## src/hw/rtl/ple_pkg.sv

```systemverilog
// ple_pkg: shared constants, types and codes of the positional list engine.
// Used by ple_cell, ple_chain, positional_list_engine_unit and ple_checker.
// No dependencies.
`timescale 1ns / 1ps

package ple_pkg;

    // list geometry
    localparam int DEPTH       = 16;
    localparam int MAX_RESULTS = 16;
    localparam int DUMP_MAX    = (DEPTH < MAX_RESULTS) ? DEPTH : MAX_RESULTS;
    localparam int CNT_W       = $clog2(DEPTH + 1);
    localparam int IDX_W       = $clog2(DEPTH);

    // field widths
    localparam int DATA_W     = 32;
    localparam int POS_W      = 5;
    localparam int FUNC_W     = 4;
    localparam int STAT_W     = 3;
    localparam int IN_DATA_W  = 40;
    localparam int OUT_DATA_W = 48;

    typedef logic [DATA_W-1:0] t_data;

    // per-cell update select
    typedef enum logic [1:0] {
        CELL_HOLD,
        CELL_LOAD,
        CELL_FROM_LEFT,
        CELL_FROM_RIGHT
    } t_cell_mode;

    // whole-chain operation
    typedef enum logic [1:0] {
        CHAIN_HOLD,
        CHAIN_INS,
        CHAIN_DEL,
        CHAIN_ROT
    } t_chain_op;

    typedef struct packed {
        t_chain_op        op;
        logic [IDX_W-1:0] idx;
        t_data            value;
    } t_chain_ctl;

    // command codes
    typedef enum logic [FUNC_W-1:0] {
        FN_INS_HEAD = 4'd0,
        FN_INS_TAIL = 4'd1,
        FN_INS_POS  = 4'd2,
        FN_DEL_HEAD = 4'd3,
        FN_DEL_TAIL = 4'd4,
        FN_DEL_POS  = 4'd5,
        FN_SUM      = 4'd6,
        FN_SEARCH   = 4'd7,
        FN_DUMP     = 4'd8
    } t_func;

    // result status codes
    typedef enum logic [STAT_W-1:0] {
        ST_OK       = 3'd0,
        ST_EMPTY    = 3'd1,
        ST_FULL     = 3'd2,
        ST_BADPOS   = 3'd3,
        ST_NOTFOUND = 3'd4
    } t_status;

    // sequencer states
    typedef enum logic [1:0] {
        S_IDLE,
        S_EXEC,
        S_SCAN,
        S_FIN
    } t_state;

endpackage

```

## src/hw/rtl/ple_cell.sv

```systemverilog
// ple_cell: one storage cell of the list chain, holding a single entry.
// Depends on ple_pkg.
`timescale 1ns / 1ps

module ple_cell (
    input  logic               i_clk,
    input  ple_pkg::t_cell_mode i_mode,
    input  ple_pkg::t_data     i_load,
    input  ple_pkg::t_data     i_left,
    input  ple_pkg::t_data     i_right,
    output ple_pkg::t_data     o_data
);
    import ple_pkg::*;

    t_data r_data;
    t_data n_data;

    // next entry: keep, load new value, or take a neighbor's entry
    always_comb begin
        case (i_mode)
            CELL_HOLD:       n_data = r_data;
            CELL_LOAD:       n_data = i_load;
            CELL_FROM_LEFT:  n_data = i_left;
            CELL_FROM_RIGHT: n_data = i_right;
            default:         n_data = r_data;
        endcase
    end

    always_ff @(posedge i_clk) begin
        r_data <= n_data;
    end

    assign o_data = r_data;

endmodule

```

## src/hw/rtl/ple_chain.sv

```systemverilog
// ple_chain: row of DEPTH cells; decodes the chain operation per cell.
// Insert shifts toward the tail, delete and rotate shift toward the head.
// Depends on ple_pkg and ple_cell.
`timescale 1ns / 1ps

module ple_chain (
    input  logic                i_clk,
    input  ple_pkg::t_chain_ctl i_ctl,
    output ple_pkg::t_data      o_head
);
    import ple_pkg::*;

    t_data      w_data [DEPTH];
    t_cell_mode w_mode [DEPTH];
    t_data      w_left [DEPTH];

    for (genvar g = 0; g < DEPTH; g++) begin : g_cell
        localparam logic [IDX_W-1:0] CELL_IDX = IDX_W'(g);

        // head cell has no left neighbor
        if (g == 0) begin : g_first
            assign w_left[g] = i_ctl.value;
        end else begin : g_rest
            assign w_left[g] = w_data[g-1];
        end

        // mode of this cell from the chain operation and the target index
        always_comb begin
            case (i_ctl.op)
                CHAIN_INS: begin
                    if (CELL_IDX > i_ctl.idx) begin
                        w_mode[g] = CELL_FROM_LEFT;
                    end else if (CELL_IDX == i_ctl.idx) begin
                        w_mode[g] = CELL_LOAD;
                    end else begin
                        w_mode[g] = CELL_HOLD;
                    end
                end
                CHAIN_DEL: begin
                    w_mode[g] = (CELL_IDX >= i_ctl.idx) ? CELL_FROM_RIGHT : CELL_HOLD;
                end
                CHAIN_ROT: w_mode[g] = CELL_FROM_RIGHT;
                default:   w_mode[g] = CELL_HOLD;
            endcase
        end

        // tail cell wraps to the head cell for rotation
        ple_cell u_cell (
            .i_clk   (i_clk),
            .i_mode  (w_mode[g]),
            .i_load  (i_ctl.value),
            .i_left  (w_left[g]),
            .i_right (w_data[(g + 1) % DEPTH]),
            .o_data  (w_data[g])
        );
    end

    assign o_head = w_data[0];

endmodule

```

## src/hw/rtl/positional_list_engine_unit.sv

```systemverilog
// positional_list_engine_unit: top level of the positional list engine.
// Depends on ple_pkg and ple_chain (which uses ple_cell).
//
//  Channel | Dir | Sideband      | tdata fields, low bit up
//  s_*     | in  | tuser = func  | value[31:0], position[36:32], zero to 39
//  m_*     | out | tuser = status| result_value[31:0], result_position[36:32],
//          |     | tlast = last  | entry_count[41:37], zero to 47
//
// One request at a time. Sum, search and dump rotate the chain once fully
// past the head cell, one entry a cycle while a dump is not stalled; on an
// empty list they only report an empty status.
// Reset (i_rst_n low, synchronous) empties the list; entries are not cleared.
// A stalled result holds in the output register; a dump stops rotating while
// its next entry cannot be placed.
`timescale 1ns / 1ps

module positional_list_engine_unit (
    input  logic                              i_clk,
    input  logic                              i_rst_n,
    input  logic                              s_tvalid,
    output logic                              s_tready,
    input  logic [ple_pkg::IN_DATA_W-1:0]     s_tdata,  // value, position
    input  logic [ple_pkg::FUNC_W-1:0]        s_tuser,  // func
    output logic                              m_tvalid,
    input  logic                              m_tready,
    output logic [ple_pkg::OUT_DATA_W-1:0]    m_tdata,  // value, position, count
    output logic [ple_pkg::STAT_W-1:0]        m_tuser,  // status
    output logic                              m_tlast   // last
);
    import ple_pkg::*;

    localparam int CMP_W = ((CNT_W > POS_W) ? CNT_W : POS_W) + 1;
    localparam int PAD_W = OUT_DATA_W - DATA_W - 2 * POS_W;

    // control registers
    t_state            r_state, n_state;
    logic [CNT_W-1:0]  r_count, n_count;
    logic [IDX_W-1:0]  r_k, n_k;
    logic              r_found, n_found;
    logic              r_m_valid;

    // request and working payload
    t_func             r_func;
    t_data             r_value;
    logic [POS_W-1:0]  r_pos;
    t_data             r_acc, n_acc;
    logic [POS_W-1:0]  r_fpos, n_fpos;

    // output payload
    t_status           r_m_stat;
    t_data             r_m_val;
    logic [POS_W-1:0]  r_m_pos;
    logic [POS_W-1:0]  r_m_cnt;
    logic              r_m_last;

    // result to load
    logic              w_out_load;
    t_status           w_out_stat;
    t_data             w_out_val;
    logic [POS_W-1:0]  w_out_pos;
    logic              w_out_last;

    t_chain_ctl        w_ctl;
    t_data             w_head;

    logic              w_accept;
    logic              w_out_free;
    logic [CMP_W-1:0]  w_cnt_x, w_pos_x, w_ncnt_x;
    logic [IDX_W-1:0]  w_pos_idx;
    logic              w_full;
    logic              w_ins_bad, w_del_bad;
    logic [CNT_W-1:0]  w_k_x;
    logic [CNT_W-1:0]  w_dump_n;
    logic              w_k_live, w_k_dump;
    logic              w_step;

    assign s_tready   = (r_state == S_IDLE);
    assign w_accept   = s_tvalid && s_tready;
    assign w_out_free = !r_m_valid || m_tready;

    // range checks on the requested position
    assign w_cnt_x   = CMP_W'(r_count);
    assign w_pos_x   = CMP_W'(r_pos);
    assign w_pos_idx = IDX_W'(w_pos_x - 1'b1);
    assign w_full    = (r_count >= CNT_W'(DEPTH));
    assign w_ins_bad = (w_pos_x == '0) || (w_pos_x > w_cnt_x + 1'b1);
    assign w_del_bad = (w_pos_x == '0) || (w_pos_x > w_cnt_x);

    // scan position (1-based) and its limits
    assign w_k_x    = CNT_W'(r_k) + 1'b1;
    assign w_dump_n = (r_count > CNT_W'(DUMP_MAX)) ? CNT_W'(DUMP_MAX) : r_count;
    assign w_k_live = (w_k_x <= r_count);
    assign w_k_dump = (w_k_x <= w_dump_n);
    assign w_step   = (r_func == FN_DUMP && w_k_dump) ? w_out_free : 1'b1;

    assign w_ncnt_x = CMP_W'(n_count);

    // sequencer: next state, chain control and result
    always_comb begin
        n_state    = r_state;
        n_count    = r_count;
        n_k        = r_k;
        n_found    = r_found;
        n_acc      = r_acc;
        n_fpos     = r_fpos;
        w_ctl.op    = CHAIN_HOLD;
        w_ctl.idx   = '0;
        w_ctl.value = r_value;
        w_out_load = 1'b0;
        w_out_stat = ST_OK;
        w_out_val  = '0;
        w_out_pos  = '0;
        w_out_last = 1'b1;

        case (r_state)
            S_IDLE: begin
                if (w_accept) begin
                    n_state = S_EXEC;
                end
            end

            S_EXEC: begin
                case (r_func)
                    FN_INS_HEAD, FN_INS_TAIL, FN_INS_POS: begin
                        if (w_out_free) begin
                            n_state    = S_IDLE;
                            w_out_load = 1'b1;
                            if (w_full) begin
                                w_out_stat = ST_FULL;
                            end else if (r_func == FN_INS_POS && w_ins_bad) begin
                                w_out_stat = ST_BADPOS;
                            end else begin
                                w_ctl.op = CHAIN_INS;
                                if (r_func == FN_INS_HEAD) begin
                                    w_ctl.idx = '0;
                                end else if (r_func == FN_INS_TAIL) begin
                                    w_ctl.idx = IDX_W'(r_count);
                                end else begin
                                    w_ctl.idx = w_pos_idx;
                                end
                                n_count = r_count + 1'b1;
                            end
                        end
                    end
                    FN_DEL_HEAD, FN_DEL_TAIL, FN_DEL_POS: begin
                        if (w_out_free) begin
                            n_state    = S_IDLE;
                            w_out_load = 1'b1;
                            if (r_count == '0) begin
                                w_out_stat = ST_EMPTY;
                            end else if (r_func == FN_DEL_POS && w_del_bad) begin
                                w_out_stat = ST_BADPOS;
                            end else begin
                                w_ctl.op = CHAIN_DEL;
                                if (r_func == FN_DEL_HEAD) begin
                                    w_ctl.idx = '0;
                                end else if (r_func == FN_DEL_TAIL) begin
                                    w_ctl.idx = IDX_W'(r_count - 1'b1);
                                end else begin
                                    w_ctl.idx = w_pos_idx;
                                end
                                n_count = r_count - 1'b1;
                            end
                        end
                    end
                    FN_SUM, FN_SEARCH, FN_DUMP: begin
                        if (r_count == '0) begin
                            if (w_out_free) begin
                                n_state    = S_IDLE;
                                w_out_load = 1'b1;
                                w_out_stat = ST_EMPTY;
                            end
                        end else begin
                            n_state = S_SCAN;
                            n_k     = '0;
                            n_acc   = '0;
                            n_found = 1'b0;
                            n_fpos  = '0;
                        end
                    end
                    default: begin
                        if (w_out_free) begin
                            n_state    = S_IDLE;
                            w_out_load = 1'b1;
                        end
                    end
                endcase
            end

            // one full rotation; the head cell presents entry r_k + 1
            S_SCAN: begin
                if (w_step) begin
                    w_ctl.op = CHAIN_ROT;
                    n_k      = r_k + 1'b1;
                    if (r_func == FN_SUM && w_k_live) begin
                        n_acc = r_acc + w_head;
                    end
                    if (r_func == FN_SEARCH && w_k_live && !r_found && w_head == r_value) begin
                        n_found = 1'b1;
                        n_fpos  = POS_W'(w_k_x);
                    end
                    if (r_func == FN_DUMP && w_k_dump) begin
                        w_out_load = 1'b1;
                        w_out_val  = w_head;
                        w_out_pos  = POS_W'(w_k_x);
                        w_out_last = (w_k_x == w_dump_n);
                    end
                    if (r_k == IDX_W'(DEPTH - 1)) begin
                        n_state = (r_func == FN_DUMP) ? S_IDLE : S_FIN;
                    end
                end
            end

            S_FIN: begin
                if (w_out_free) begin
                    n_state    = S_IDLE;
                    w_out_load = 1'b1;
                    if (r_func == FN_SUM) begin
                        w_out_val = r_acc;
                    end else if (r_found) begin
                        w_out_pos = r_fpos;
                    end else begin
                        w_out_stat = ST_NOTFOUND;
                    end
                end
            end

            default: begin
                n_state = S_IDLE;
            end
        endcase
    end

    // control state
    always_ff @(posedge i_clk) begin
        if (!i_rst_n) begin
            r_state   <= S_IDLE;
            r_count   <= '0;
            r_k       <= '0;
            r_found   <= 1'b0;
            r_m_valid <= 1'b0;
        end else begin
            r_state <= n_state;
            r_count <= n_count;
            r_k     <= n_k;
            r_found <= n_found;
            if (w_out_load) begin
                r_m_valid <= 1'b1;
            end else if (m_tready) begin
                r_m_valid <= 1'b0;
            end
        end
    end

    // request capture, accumulators and output payload
    always_ff @(posedge i_clk) begin
        if (w_accept) begin
            r_func  <= t_func'(s_tuser);
            r_value <= s_tdata[DATA_W-1:0];
            r_pos   <= s_tdata[DATA_W +: POS_W];
        end
        r_acc  <= n_acc;
        r_fpos <= n_fpos;
        if (w_out_load) begin
            r_m_stat <= w_out_stat;
            r_m_val  <= w_out_val;
            r_m_pos  <= w_out_pos;
            r_m_cnt  <= w_ncnt_x[POS_W-1:0];
            r_m_last <= w_out_last;
        end
    end

    ple_chain u_chain (
        .i_clk  (i_clk),
        .i_ctl  (w_ctl),
        .o_head (w_head)
    );

    assign m_tvalid = r_m_valid;
    assign m_tdata  = {{PAD_W{1'b0}}, r_m_cnt, r_m_pos, r_m_val};
    assign m_tuser  = r_m_stat;
    assign m_tlast  = r_m_last;

endmodule

```

## config.mk

```make
export PLATFORM = sky130hd
export DESIGN_NAME = positional_list_engine_unit
export DESIGN_NICKNAME = d
export VERILOG_FILES = /design/src/hw/rtl/ple_pkg.sv /design/src/hw/rtl/ple_cell.sv /design/src/hw/rtl/ple_chain.sv /design/src/hw/rtl/positional_list_engine_unit.sv
export SDC_FILE = /design/constraint.sdc
export NUM_CORES = 1
export LEC_CHECK = 0
export BUFFER_PORTS_ARGS = -buffer_cell sky130_fd_sc_hd__buf_2
export CAP_MARGIN = 25
export CORE_MARGIN = 2
export CORE_UTILIZATION = 45
export CTS_CLUSTER_SIZE = 16
export DETAILED_ROUTE_END_ITERATION = 10
export HOLD_SLACK_MARGIN = 0.15
export SLEW_MARGIN = 20
export SYNTH_ARGS = -nofsm -noshare
export SYNTH_HDL_FRONTEND = slang
export SYNTH_SLANG_ARGS = --single-unit
```

## constraint.sdc

```tcl
create_clock -name i_clk -period 6.3 [get_ports i_clk]
set_input_delay 0.63 -clock i_clk [delete_from_list [all_inputs] [get_ports i_clk]]
set_output_delay 0.63 -clock i_clk [all_outputs]
set_load 0.02 [all_outputs]
```

==> summary by stage <==
CTS
The number of cells upsized or downsized after cts is 0. Counting the buffers created by CTS gives 72. Clock-pin slew was measured on the worst setup and hold paths at roughly 70 ps. The post-CTS setup-driven buffer insertion count is 0. The clock tree from TritonCTS is built. The root buffer selected by CTS is sky130_fd_sc_hd__clkbuf_16. The latest clock arrival within the worst-skew pair is about 630 ps. After clock tree synthesis, the flow added hold-fix buffers numbering 0. Counting every sink on the clock net gives between 600 and 700. The clock passes through at most 3 buffers.

The H-tree was split into 3 levels.

Placed design
After legalization and detailed placement, the total HPWL measured between 60000 and 70000 um. The number of I/O port buffers is 92. In this run the cell area measured after placement is approximately 0.034 mm^2. The routability congestion estimate is between 0.8 and 0.9. Timing analysis after detailed placement gives a worst setup slack of 1040 ps.

Synth
The number of synthesized flops with an enable pin is 636. The share of the yosys chip area belonging to registers is 0.590. The post-synthesis cell area is approximately 0.033 mm^2. The mean area per synthesized cell is ~12 um^2.

For this run, the number of Yosys warnings is 0. The most instantiated flip-flop cell in the synthesis netlist is sky130_fd_sc_hd__edfxtp_1. Counting flops with an async set or reset pin after synthesis yields a share of 0. The count of state elements after synthesis is 649.

The cell count after synthesis came out at 2640. Yosys mapped the design onto just under 90 distinct sky130hd cell types.

Timing
For this run, the top clock speed supported by timing is between 150 and 200 MHz. Between clock sinks in the finished design, the worst skew comes to 24.1 ps. The final-report max-slew violation count came to 0. The hold violation count in the final report is 0. The worst path meets setup with about 900 ps of slack. The final sum of negative setup slack is 0 ps. The final cycle utilization of the critical path is 0.859. The relative slew slack is 0.316. The final count of negative-setup-slack endpoints is 0. Setup repair after global routing left no endpoint under its margin. For the pin with the worst max-slew slack, the measured transition is between 1000 and 1500 ps.

The post-route minimum period is approximately 5400 ps.

Worst setup path
The data arrival time of the critical path is 5740 ps. The critical path launch point is r_count[0]. Setup slack on the worst reg-to-reg path comes out at slightly below 900 ps.

The endpoint type of the worst setup path is a flip-flop. At the worst endpoint, the required time is 6630 ps. The startpoint identified for the worst register-to-register timing path is r_count[0]. The critical register-to-register path endpoint is u_chain.g_cell[14].u_cell.o_data[11]. Measured in cells, the most critical reg-to-reg path has a length of 14. The startpoint-to-endpoint class of the critical path is reg2reg. The critical path launch point type is a flip-flop. The worst-path maximum fanout is 32.

Floorplanning
The initialized floorplan defines approximately 100 standard-cell rows. For this design the top-level I/O count stands at 102. The core outline area is ~0.073 mm^2. The die extent in y is ~270 um. The effective utilization at floorplan is 0.452.

The floorplan step defined a die boundary enclosing 0.0751 mm^2. The floorplan step set the die width to between 200 and 300 um.

Power
The total net switching power is between 2 and 2.5 mW. The analysis attributes to cell leakage a power of ~12 nW. The proportion of power drawn by flip-flops and latches is 0.509.

The worst-case IR drop observed on VDD is roughly 0.00018 V. In this run the power density over the cells is about 270 mW/mm^2. The internal power of the cells totals roughly 7.5 mW.

Of the total power, the share spent switching nets is 0.230. The share of total power dissipated in the clock network is 0.428. The combinational cell fraction of total power is 0.064.

GRT
The maximum number of pins on one net before global-route repair is 66. The overall overflow remaining after global route is 0. The number of antenna violations at the first check in global routing came to 0. In the global route stage, overall resource usage came out at 0.263. The via count of the first global-routing pass came to between 20000 and 25000.

The first global-routing pass estimated 150000 um of wire.

Min path
The endpoint of the worst hold-timing path is r_pos[3]. The startpoint identified for the worst hold timing path is s_tdata[35]. Counting instances, the worst hold path has a depth of 1. The tightest min-delay check is of the in2reg type.

Route
The number of nets with antenna violations after routing is 0. For this block, the initial DRC count from the detailed router was ~2600. The via density per instance is between 6 and 7. For this run, design rule violations remaining after detail routing come to 0.

Dividing the detail-routed wire length by the instance count gives approximately 28 um. The final wirelength is between 100000 and 150000 um. The number of detailed-routing iterations run before antenna repair is 6. The routed layout has between 20000 and 25000 vias.

Final layout
The antenna cell count is 0. Summing all non-filler instances in the final layout gives an area of between 0.03 and 0.04 mm^2. Relative to the synthesized area, the layout overhead comes to 11.3%. Of the cells placed in the final design, the portion with a size suffix greater than 1 is 0.132. In the final design database the tool counted around 2700 nets. The fill cell instance count of the final layout is 6494.

Run status
The run finished with clean final reports.

Job
Across the run, the number of max-cap violations was 0.
==> critical path, stage by stage (launching register included) <==
cell and delay (ps):
sky130_fd_sc_hd__dfxtp_1 430, sky130_fd_sc_hd__inv_1 280, sky130_fd_sc_hd__ha_1 330, sky130_fd_sc_hd__nand3_1 260, sky130_fd_sc_hd__nand2_1 140, sky130_fd_sc_hd__nand2_1 70
sky130_fd_sc_hd__ha_1 310, sky130_fd_sc_hd__nor2b_1 130, sky130_fd_sc_hd__o21ai_0 210, sky130_fd_sc_hd__a221oi_1 210, sky130_fd_sc_hd__nor2_2 280, sky130_fd_sc_hd__nand4_1 670
sky130_fd_sc_hd__a31oi_4 810, sky130_fd_sc_hd__or2_2 760, sky130_fd_sc_hd__o21ai_0 210
==> worst max path at each step <==
stage	slack, ps	depth (start not counted)	to
6_report	890	14	u_chain.g_cell[14].u_cell.o_data[11]
5_1_grt	530	15	u_chain.g_cell[13].u_cell.o_data[11]
4_1_cts	1010	15	u_chain.g_cell[13].u_cell.o_data[5]
3_5_place_dp	1040	15	u_chain.g_cell[13].u_cell.o_data[13]
3_3_place_gp	1030	15	u_chain.g_cell[13].u_cell.o_data[13]
2_1_floorplan	720	12	u_chain.g_cell[8].u_cell.o_data[0]
==> state kept, by name, indices dropped and copies added (netlist names) <==
signal and flops:
r_m_cnt 5, r_value 32, r_fpos 5, r_found 1, r_m_pos 5, r_pos 5, r_k 4, r_state 2
m_tuser 3, r_count 5, r_acc 32, r_func 4, r_m_val 32, m_tvalid 1, m_tlast 1, u_chain.g_cell.u_cell.o_data 512
==> cell usage after synthesis (all sizes together) (5+ instances only) <==
cell type / instances / share of area
buf: 136 / 0.021
o31ai: 165 / 0.038
xnor2: 24 / 0.0064
a22o: 36 / 0.0096
nand2: 127 / 0.015
and2: 46 / 0.0088
or2: 11 / 0.0021
dfxtp: 13 / 0.0079
a21o: 14 / 0.0032
inv: 57 / 0.0065
a31oi: 12 / 0.0025
and3: 39 / 0.0074
o21a: 9 / 0.0021
a221o: 225 / 0.069
nand3: 12 / 0.0018
nor4: 14 / 0.0033
nand4: 5 / 0.00095
nand2b: 11 / 0.0021
clkbuf: 120 / 0.014
mux2i: 6 / 0.0018
xor2: 39 / 0.010
nor2b: 21 / 0.0040
edfxtp: 636 / 0.58
a211oi: 11 / 0.0027
mux2: 33 / 0.011
a21oi: 56 / 0.0089
a22oi: 257 / 0.059
o211ai: 9 / 0.0022
o21ai: 116 / 0.018
nor2: 74 / 0.0091
nor3: 180 / 0.028
ha: 60 / 0.023
==> cells by family (layout without fill, tap and decap cells) <==
| kind of cell | count (synthesis) | in the layout | share of synthesized area |
|---|---|---|---|
| compound gates | 953 | 953 | 0.227 |
| xor+xnor | 63 | 63 | 0.0168 |
| fa+ha+maj | 61 | 61 | 0.0235 |
| buf+inv | 313 | 341 | 0.0417 |
| flops | 649 | 649 | 0.590 |
| mux | 39 | 39 | 0.0132 |
| other cells | 1 | 6 | 0.000114 |
| simple gates | 561 | 561 | 0.0884 |
==> through the flow <==
stage	utilization	hold WS [ps]	std cells	power, mW
after floorplan	-	493	2645	5.42
after global placement	0.472	529	3504	5.60
after detailed placement	0.472	523	3505	5.62
after CTS	0.503	154	3631	9.74
after global routing	0.503	161	3632	9.96
final	0.503	184	3632	9.69
==> power groups by stage <==
stage | Combinational [mW] | Clock (mW) | Sequential (mW)
after floorplan | 0.436 | 0 | 4.98
after global placement | 0.584 | 0 | 5.02
after detailed placement | 0.605 | 0 | 5.02
after CTS | 0.609 | 4.20 | 4.93
after global routing | 0.668 | 4.36 | 4.93
final | 0.618 | 4.14 | 4.93
==> placed cells by master, fill, tap and decap left out, types with 11 or more instances in the layout <==
cell,synthesis,routed
sky130_fd_sc_hd__a22o_1,36,36
sky130_fd_sc_hd__a22oi_1,256,256
sky130_fd_sc_hd__mux2_2,33,33
sky130_fd_sc_hd__nand2b_1,11,11
sky130_fd_sc_hd__buf_2,92,92
sky130_fd_sc_hd__clkinv_1,0,12
sky130_fd_sc_hd__clkbuf_1,120,23
sky130_fd_sc_hd__inv_1,57,57
sky130_fd_sc_hd__clkbuf_16,0,75
sky130_fd_sc_hd__nor3_1,178,177
sky130_fd_sc_hd__xor2_1,39,39
sky130_fd_sc_hd__a21o_1,14,14
sky130_fd_sc_hd__and2_1,45,43
sky130_fd_sc_hd__nand3_1,12,12
sky130_fd_sc_hd__nor2_1,70,66
sky130_fd_sc_hd__xnor2_1,24,24
sky130_fd_sc_hd__edfxtp_1,636,636
sky130_fd_sc_hd__nand2_1,126,125
sky130_fd_sc_hd__nor4_1,12,11
sky130_fd_sc_hd__buf_4,9,58
sky130_fd_sc_hd__o31ai_1,165,165
sky130_fd_sc_hd__a21oi_1,53,47
sky130_fd_sc_hd__ha_1,60,60
sky130_fd_sc_hd__dfxtp_1,13,13
sky130_fd_sc_hd__o21ai_0,105,105
sky130_fd_sc_hd__nor2b_1,21,21
sky130_fd_sc_hd__and3_1,39,39
sky130_fd_sc_hd__a221o_1,225,225
==> layer usage <==
metal  up-vias  global-route usage  wire [um]
met3       225              0.0391       5470
met4         0               0.108       4330
met1     12000               0.332      41000
met2       965               0.453      50300
li1      10700                   -          -
met5         -                   0          0
==> cell type report <==
| class | instances | area, um^2 | area share |
|---|---|---|---|
| flip-flops and latches | 649 | 19400 | 0.530 |
| well taps | 959 | 1200 | 0.0328 |
| clock buffers | 98 | 1960 | 0.0537 |
| repair buffers | 158 | 1050 | 0.0287 |
| inverters | 57 | 214 | 0.00585 |
| multi-input cells | 1683 | 12500 | 0.342 |
| clock inverters | 28 | 278 | 0.00760 |
No activity file was read; power rests on OpenSTA's default activity.
